==> src/rtl/tpmq_ram.sv <==
`timescale 1ns / 1ps
// ----------------------------------------------------------------------------
// tpmq_ram
// Simple dual-port RAM: one write port, one read port, registered read.
// ----------------------------------------------------------------------------
module tpmq_ram #(
  parameter int WIDTH = 8,
  parameter int DEPTH = 16
) (
  input  logic                     clk,
  input  logic                     we,
  input  logic [$clog2(DEPTH)-1:0] waddr,
  input  logic [WIDTH-1:0]         wdata,
  input  logic [$clog2(DEPTH)-1:0] raddr,
  output logic [WIDTH-1:0]         rdata
);

  logic [WIDTH-1:0] mem [DEPTH];

  always_ff @(posedge clk) begin
    if (we) begin
      mem[waddr] <= wdata;
    end
    rdata <= mem[raddr];  // old data on a same-address write
  end

endmodule

==> config.mk <==
export PLATFORM = sky130hd
export DESIGN_NAME = tpmq_ram
export DESIGN_NICKNAME = d
export VERILOG_FILES = /design/src/rtl/tpmq_ram.sv
export SDC_FILE = /design/constraint.sdc
export NUM_CORES = 1
export LEC_CHECK = 0
export BUFFER_PORTS_ARGS = -buffer_cell sky130_fd_sc_hd__buf_2
export CAP_MARGIN = 30
export CORE_UTILIZATION = 57
export CTS_CLUSTER_SIZE = 24
export DETAILED_ROUTE_END_ITERATION = 12
export GPL_TIMING_DRIVEN = 0
export PLACE_DENSITY = 0.75
export SKIP_CTS_REPAIR_TIMING = 1
export SYNTH_ARGS = -nofsm -noshare
export SYNTH_HDL_FRONTEND = slang
export SYNTH_SLANG_ARGS = --single-unit
export TNS_END_PERCENT = 30
==> constraint.sdc <==
create_clock -name clk -period 1.8 [get_ports clk]
set_input_delay 0.09 -clock clk [delete_from_list [all_inputs] [get_ports clk]]
set_output_delay 0.09 -clock clk [all_outputs]
set_load 0.01 [all_outputs]
* Word-level counts from Yosys, hierarchy flattened *
Memories as Yosys holds them, arrays and structs flattened. A register that Yosys moved wholly into a read port is not among the register bits.
Cells that the tools add are included.

storage, ports and cells
  bits of input ports = 18
  output and inout port bits = 8
  bits in writable memories = 128
  word-level logic and storage cells = 3
  flip-flop bits (word level) = 0
  memories kept = 1

memories
  memory  depth  width  read ports  clocked after memory_dff  wr ports  line  text
  mem     16     8      1           1                         1         18    logic [WIDTH-1:0] mem [DEPTH];

cells by class
  muxes and demuxes = 2

operators by type and width
  kind     count
  $mux W1  2

* Longest topological paths before layout *
Gate-level depths: netlist of the first run.

  word-level depth = 2
  depth in mapped cells = 5

* Worst setup path before layout of the first run *
Ideal clock, no wire load.

  path type = input-to-reg
  from = input port waddr[2]
  to = memory mem[0][0] (enable)
  arrival time = 1,200 ps
  setup time = 383 ps
  stages on the path = 2
  path slack = 217 ps
  path buffers = 0
  data required time = 1,417 ps
  cells stage by stage = or3b_2 -> nor3_1

RTL lines
  what         line  text
  from (decl)  12    input logic [$clog2(DEPTH)-1:0] waddr,
  to (decl)    18

Straight into the memory's write port.

==> results.json, run 1 <==
{
  "placement.io_buffers": 24,
  "fp.dieW_um": 97.0,
  "worst_max_slew_margin_expressed_relative_to_the_limit_pct": 42.4,
  "postLayoutSetupSlackWorst_ns": 0.369,
  "worst_setup_hold_path_clk_slew_ns": 0.06,
  "sink_count": 136,
  "placement.cell_area_sq_mm": 0.00543,
  "layout_worst_path_cycle_share_pct": 79.5,
  "ys_ff_latch": 136,
  "pin_count": 26,
  "regToRegSetupSlack_ns": 0.37,
  "max_slew.worst_pin.slew_ns": 0.860,
  "diodes": 0,
  "hold_path.class": "input port to register",
  "core_region_area_sq_mm": 0.00872,
  "finalWorstPathRequiredPeriod_ns": 1.43,
  "synth-seq-area-share_pct": 77.8,
  "layout-area-overhead-vs-synth_pct": 17.6,
  "floorplan.die_area_sq_mm": 0.00941,
  "worstRegToRegCells": 3,
  "yosysMostFrequentCell": "sky130_fd_sc_hd__edfxtp_1",
  "die_h_um": 97.0,
  "cp_cell_sequence": "mux4_1 > a22oi_1 > nand2_1",
  "detail_route.drc_violations": 0,
  "power.sequential.fraction_pct": 49.9,
  "rsz0062_at_grt": "no",
  "async_reset_ff_share_pct": 0,
  "crit_required_ns": 2.19,
  "grt_max_degree": 17,
  "post_synth_num_cell_types": 19,
  "post_synth.cell_area_avg_sq_um": 22.5,
  "synth.top_cells.by_area": "sky130_fd_sc_hd__edfxtp_1, sky130_fd_sc_hd__mux4_2, sky130_fd_sc_hd__mux4_1",
  "critPathSlowestCell": "sky130_fd_sc_hd__mux4_1",
  "std_cell_rows": 34,
  "power.ir.vdd_worst_mv": 0.593,
  "crit_path_start": "mem[5][0]$_DFFE_PP_",
  "proportion_of_layout_cells_with_a_drive_suffix_above_1_pct": 28.4,
  "final-instance-count-excl-fill": 404,
  "place.detailed.instances": 365,
  "yosys-top-cells-count": "sky130_fd_sc_hd__edfxtp_1, sky130_fd_sc_hd__mux4_2, sky130_fd_sc_hd__a22oi_1, sky130_fd_sc_hd__mux4_1, sky130_fd_sc_hd__nor2_1",
  "detail_route.vias_per_cell": 6.22,
  "element_type_at_the_critical_path_start": "register",
  "clkPwrFrac_pct": 45.1,
  "totalWireLength_mm": 10.1,
  "report.final.slew_viol_count": 0,
  "worst-endpoint-arrival_ns": 1.82,
  "power.density_mw_per_mm2": 1180,
  "worst-setup-path-type": "register to register",
  "synth_area_sq_mm": 0.00515,
  "cpLargestDelayFamily": "multiplexers",
  "num-nets-final": 301,
  "cts-buffers-inserted": 17,
  "number_of_flops_mapped_to_enable_cells_by_yosys": 128,
  "grt_antenna_before_repair": 0,
  "synth_top_area_share_pct": 74.7,
  "hold-worst-slack_ns": 0.00819,
  "cts_tree": "done",
  "multi_input_comb_area_sq_mm": 0.00106,
  "htreeDepth": 4,
  "synth_top_flop_cell": "sky130_fd_sc_hd__edfxtp_1",
  "ff_latch_area_sq_mm": 0.00400,
  "critical_path.reg2reg.endpoint": "rdata[0]$_DFF_P_",
  "timing.critical_path.buf_inv": 0,
  "gr-usage-all-layers_pct": 22.8,
  "critPathMaxStageDelay_ns": 0.55,
  "clock_latency_ns": 0.51,
  "post-synth-top-area-cell": "sky130_fd_sc_hd__edfxtp_1",
  "final_antenna_net_count": 0,
  "place_congestion": 0.702,
  "worstSetupPathDepth": 3,
  "leakage_nw": 2.06,
  "first_iter_violations": 268,
  "global_route.overflow_total": 0,
  "critical_path.endpoint": "rdata[0]$_DFF_P_",
  "netlist_instances": 229,
  "first_global_vias": 2473,
  "power_internal_mw": 5.72,
  "comb_pwr_share_pct": 5.0,
  "place_ws_ns": 0.0277,
  "crit_fanout": 1,
  "clock_tree.buffer_depth": 2,
  "effective_utilization_at_floorplan_pct": 59.0,
  "synth_warnings": 0,
  "clock.fmax_ghz": 0.699,
  "finalHoldViolations": 0,
  "fin_worst_skew_ns": 0.00564,
  "sw_share_pct": 19.8,
  "setup_viol": 0,
  "p_sw_mw": 1.41,
  "cap_violations": 0,
  "postSynthNetCount": 247,
  "fillers": 507,
  "grt_pass1_wl_mm": 14.7,
  "vias": 2514,
  "cts.root.buffer_cell": "sky130_fd_sc_hd__clkbuf_8",
  "drtPass1Iterations": 5,
  "final_area_sq_mm": 0.00605,
  "status": "complete, no violations",
  "rr_startpoint": "mem[5][0]$_DFFE_PP_",
  "dp_hpwl_mm": 5.90,
  "wl_per_cell_um": 24.9,
  "cp-end-kind": "register"
}
==> worst min-delay path by stage <==
stage | end | cells past startpoint | from | slack (ns)
floorplan | mem[0][0]$_DFFE_PP_ | 0 | wdata[0] | 0.19
global placement | rdata[7] | 1 | rdata[7]$_DFF_P_ | 0.48
detailed placement | rdata[2] | 1 | rdata[2]$_DFF_P_ | 0.48
CTS | mem[15][5]$_DFFE_PP_ | 1 | wdata[5] | -0.03
global route | mem[8][1]$_DFFE_PP_ | 1 | wdata[1] | 0.003
finish | mem[9][1]$_DFFE_PP_ | 1 | wdata[1] | 0.008
==> cells in the final DEF (no fill, tap or decap) <==
master / n
sky130_fd_sc_hd__clkbuf_8: 3
sky130_fd_sc_hd__clkinv_2: 4
sky130_fd_sc_hd__or3b_2: 1
sky130_fd_sc_hd__edfxtp_1: 128
sky130_fd_sc_hd__clkbuf_1: 4
sky130_fd_sc_hd__nor2b_1: 1
sky130_fd_sc_hd__and2_1: 1
sky130_fd_sc_hd__a22oi_1: 16
sky130_fd_sc_hd__nand2_1: 9
sky130_fd_sc_hd__nand2b_1: 2
sky130_fd_sc_hd__nand3_1: 1
sky130_fd_sc_hd__mux4_1: 14
sky130_fd_sc_hd__bufinv_16: 2
sky130_fd_sc_hd__mux4_2: 18
sky130_fd_sc_hd__nor3_1: 4
sky130_fd_sc_hd__nand3b_1: 2
sky130_fd_sc_hd__and2b_1: 1
sky130_fd_sc_hd__buf_2: 29
sky130_fd_sc_hd__dfxtp_1: 8
sky130_fd_sc_hd__buf_4: 3
sky130_fd_sc_hd__clkbuf_16: 16
sky130_fd_sc_hd__clkdlybuf4s25_2: 3
sky130_fd_sc_hd__clkinvlp_4: 1
sky130_fd_sc_hd__buf_6: 3
sky130_fd_sc_hd__clkinv_4: 1
sky130_fd_sc_hd__nor2_1: 13
sky130_fd_sc_hd__clkinv_1: 1
sky130_fd_sc_hd__dlygate4sd3_1: 7
==> metal layers <==
| layer | up-vias | GRT usage, % | part of all wire [%] |
|---|---|---|---|
| met5 | - | 0 | 0 |
| met3 | 10 | 6.29 | 9.1 |
| met1 | 1272 | 30.2 | 38 |
| li1 | 1080 | - | - |
| met4 | 0 | 8.38 | 1.1 |
| met2 | 152 | 36.7 | 52 |
==> cell families (layout without fill, tap and decap cells) <==
family                 Yosys count  after routing  synth area share [%]
AOI/OAI and AO/OA               16             16                  2.33
buffers and inverters           10             77                  1.68
DFF                            136            136                  77.8
muxes                           32             32                  15.0
and+or+nand+nor                 35             35                  3.18
==> layout make-up <==
type	instances	area share [%]
sequential	136	66.1
timing repair buffer	35	3.55
buffer	10	1.43
clock inverter	9	1.65
tap	108	2.23
multi-input combinational	83	17.5
clock buffer	23	7.54
==> metrics by stage <==
stage / setup TNS, ns / utilization (%) / total power [mW]
floorplan: 0 / - / 3.81
global placement: -3.19 / 62.0 / 3.95
detailed placement: 0 / 62.2 / 3.96
CTS: 0 / 68.6 / 7.14
global route: 0 / 69.4 / 7.32
finish: 0 / 69.4 / 7.13
==> power by group through the flow <==
stage | clock network, mW | registers [mW] | logic [mW]
3_5_place_dp | 0 | 3.62 | 0.338
2_1_floorplan | 0 | 3.63 | 0.180
3_3_place_gp | 0 | 3.62 | 0.328
6_report | 3.22 | 3.56 | 0.354
4_1_cts | 3.24 | 3.56 | 0.343
5_1_grt | 3.37 | 3.57 | 0.379
==> sequential cells by signal, summed over array words and instances, names as in the netlist <==
signal  flops
mem       128
rdata       8
No activity file was read; power rests on OpenSTA's default activity.
==> run 2, diff against run 1 <==
Settings changed: ABC_AREA from default to 1.
Clock period 1.8 ns to 1.34 ns, I/O delays scaled along.
==> run 2 against run 1 <==
Setup slack worse by 0.31 ns. Power increased by 39%. Global-route usage rose by 5.7 points. Clock power grew 40%. Area after synthesis grew 12%. Critical path type is now input port to register. Largest cell class unchanged. Largest power group unchanged.
==> results.json, run 2 <==
{
  "status": "complete, no violations",
  "report.final.slew_viol_count": 0,
  "diodes": 0,
  "worstRegToRegCells": 6,
  "die_h_um": 103,
  "gr-usage-all-layers_pct": 28.6,
  "comb_pwr_share_pct": 6.5,
  "synth-compound-area-share_pct": 0,
  "max_slew.worst_pin.slew_ns": 0.983,
  "place_congestion": 0.863,
  "worst-setup-path-type": "input port to register",
  "grt_pass1_wl_mm": 20.4,
  "element_type_at_the_critical_path_start": "input port",
  "yosysMostFrequentCell": "sky130_fd_sc_hd__nand2_1",
  "grtUsageMet2_pct": 44.4,
  "synthAdderAreaFrac_pct": 0,
  "crit_fanout": 10,
  "sink_count": 136,
  "layout-area-overhead-vs-synth_pct": 16.8,
  "post_synth.cell_area_avg_sq_um": 10.5,
  "power.sequential.fraction_pct": 48.2,
  "power_internal_mw": 7.76,
  "fillers": 737,
  "synth_warnings": 0,
  "critical_path.reg2reg.endpoint": "rdata[1]$_DFF_P_",
  "ff_latch_area_sq_mm": 0.00400,
  "cp_common_cell": "sky130_fd_sc_hd__nand3_1",
  "pin_count": 26,
  "rr_startpoint": "mem[5][1]$_DFFE_PP_",
  "synth_area_sq_mm": 0.00577,
  "totalWireLength_mm": 13.6,
  "number_of_flip_flops_under_the_largest_register_name": 128,
  "proportion_of_layout_cells_with_a_drive_suffix_above_1_pct": 13.0,
  "async_reset_ff_share_pct": 0,
  "synth_top_area_share_pct": 66.7,
  "final_antenna_net_count": 0,
  "cts.root.buffer_cell": "sky130_fd_sc_hd__clkbuf_8",
  "number_of_flops_mapped_to_enable_cells_by_yosys": 128,
  "crit_required_ns": 1.75,
  "wl_per_cell_um": 18.2,
  "leakage_nw": 2.95,
  "rsz0062_at_grt": "no",
  "finalWorstPathRequiredPeriod_ns": 1.28,
  "synth-seq-area-share_pct": 69.4,
  "num-nets-final": 620,
  "gr-max-usage-layer": "met2",
  "grt_util_met3_pct": 7.12,
  "synth_top_family_by_area": "simple AND/OR/NAND/NOR gates",
  "worst_max_slew_margin_expressed_relative_to_the_limit_pct": 34.2,
  "hp-start": "raddr[3]",
  "dp_hpwl_mm": 8.55,
  "placement.io_buffers": 22,
  "worstSetupPathDepth": 7,
  "fin_worst_skew_ns": 0.00429,
  "clock.fmax_ghz": 0.781,
  "cpLargestDelayFamily": "buffers and inverters",
  "critPathSlowestCell": "sky130_fd_sc_hd__dlygate4sd3_1",
  "power.ir.vdd_worst_mv": 1.00,
  "synth_top_flop_cell": "sky130_fd_sc_hd__edfxtp_1",
  "ys_ff_latch": 136,
  "met1_resource_use_gr_pct": 38.2,
  "final_cell_mix": "sky130_fd_sc_hd__nand2_1, sky130_fd_sc_hd__edfxtp_1, sky130_fd_sc_hd__inv_1, sky130_fd_sc_hd__nand3_1, sky130_fd_sc_hd__buf_2",
  "vias": 3939,
  "critPathMaxStageDelay_ns": 0.55,
  "netlist_instances": 551,
  "effective_utilization_at_floorplan_pct": 59.0,
  "clkPwrFrac_pct": 45.3,
  "grt_antenna_before_repair": 0,
  "cp-end-kind": "register",
  "layout_worst_path_cycle_share_pct": 95.6,
  "finalHoldViolations": 0,
  "largest-register": "mem",
  "min_delay_worst_endpoint": "rdata[1]$_DFF_P_",
  "cts_tree": "done",
  "post_synth_num_cell_types": 12,
  "clock_tree.buffer_depth": 2,
  "sw_share_pct": 21.8,
  "core_region_area_sq_mm": 0.00977,
  "fp.dieW_um": 103,
  "fraction_of_synthesized_area_in_multiplexers_pct": 0,
  "cap_violations": 0,
  "finalPower_mw": 9.92,
  "post-synth-top-area-cell": "sky130_fd_sc_hd__edfxtp_1",
  "htreeDepth": 4,
  "p_sw_mw": 2.16,
  "postSynthNetCount": 569,
  "largest_registers": "mem (128), rdata (8)",
  "first_iter_violations": 388,
  "setup_viol": 0,
  "global_route.overflow_total": 0,
  "synth.top_cells.by_area": "sky130_fd_sc_hd__edfxtp_1, sky130_fd_sc_hd__nand2_1, sky130_fd_sc_hd__nand3_1",
  "mostFrequentLayoutCell": "sky130_fd_sc_hd__nand2_1",
  "floorplan.die_area_sq_mm": 0.0105,
  "worstHoldPathCells": 3,
  "regToRegSetupSlack_ns": 0.30,
  "cp_cell_sequence": "dlygate4sd3_1 > buf_2 > inv_1 > buf_4 > nand3_1 > nand3_1 > nand2_1",
  "synth_simple_gate_area_share_pct": 21.0,
  "detail_route.drc_violations": 0,
  "power.density_mw_per_mm2": 1470,
  "multi_input_comb_area_sq_mm": 0.00121,
  "grt_max_degree": 17,
  "cts-buffers-inserted": 17,
  "xor_xnor_cell_area_share_of_the_yosys_netlist_pct": 0,
  "finalSetupTns_ns": 0,
  "timing.critical_path.buf_inv": 4,
  "drtPass1Iterations": 7,
  "detail_route.vias_per_cell": 5.27,
  "clock_latency_ns": 0.52,
  "first_global_vias": 3764,
  "std_cell_rows": 36,
  "yosys-top-cells-count": "sky130_fd_sc_hd__nand2_1, sky130_fd_sc_hd__edfxtp_1, sky130_fd_sc_hd__inv_1, sky130_fd_sc_hd__nand3_1, sky130_fd_sc_hd__nor2_1",
  "hold_path.class": "input port to register",
  "worst_setup_hold_path_clk_slew_ns": 0.06,
  "worst-endpoint-arrival_ns": 1.69
}
## run 2: changes by cell type in the layout (fill, tap and decap cells not counted), moves of 4 or more
cell,delta
sky130_fd_sc_hd__nand2_1,+164
sky130_fd_sc_hd__inv_1,+100
sky130_fd_sc_hd__buf_2,+6
sky130_fd_sc_hd__mux4_2,-18
sky130_fd_sc_hd__mux4_1,-14
sky130_fd_sc_hd__clkbuf_1,-4
sky130_fd_sc_hd__nor2_1,+4
sky130_fd_sc_hd__nor3_1,-4
sky130_fd_sc_hd__clkbuf_16,+4
sky130_fd_sc_hd__a22oi_1,-16
sky130_fd_sc_hd__nand3_1,+96
## run 2: worst min-delay path: cells and delay by family
family / cells / cell delay (ns)
and+or+nand+nor: 2 / 0.20
buffers and inverters: 1 / 0.22
## run 2: power by group through the flow
stage	combinational, mW	sequential, mW	clock (mW)
5_1_grt	0.706	4.79	4.68
2_1_floorplan	0.336	4.88	0
3_3_place_gp	0.605	4.86	0
3_5_place_dp	0.614	4.87	0
6_report	0.646	4.78	4.50
4_1_cts	0.619	4.78	4.52
## run 2: cell type report
class	count	share of cell area, %
sequential	136	59.4
multi-input combinational	289	18.0
clock buffer	23	8.04
inverter	102	5.68
timing repair buffer	32	3.08
buffer	24	2.47
tap	133	2.47
clock inverter	9	0.799
## run 2: layer usage
layer  vias to the layer above  wire length (um)  share of wire, %
met4                         0               331               2.4
li1                       1879                 -                 -
met5                         -                 0                 0
met2                       204              6480                48
met1                      1828              5570                41
met3                        28              1240               9.1
## run 2: cells by family after synthesis
logic type / Yosys count
flip-flops: 136
AND/OR/NAND/NOR: 289
buffers and inverters: 126
## run 2: metrics by stage
step	utilization, %	setup WS [ns]	instance area, sq um	hold WS [ns]	cells
finish	68.9	0.0592	6740	0.0272	748
global route	68.9	0.0366	6740	0.0361	748
CTS	67.9	0.314	6640	-0.0593	738
detailed placement	61.8	-0.234	6040	0.461	706
global placement	61.8	-0.244	6040	0.461	706
floorplan	-	0.322	5770	0.166	551
## run 2: how the worst max path moves through the flow
stage                     start  slack, ns                    to
2_1_floorplan          waddr[2]       0.32  mem[10][0]$_DFFE_PP_
4_1_cts        rdata[6]$_DFF_P_       0.31              rdata[6]
3_3_place_gp           waddr[2]      -0.24   mem[8][6]$_DFFE_PP_
6_report               raddr[2]       0.06      rdata[1]$_DFF_P_
5_1_grt                raddr[2]       0.04      rdata[4]$_DFF_P_
3_5_place_dp           waddr[2]      -0.23   mem[9][3]$_DFFE_PP_
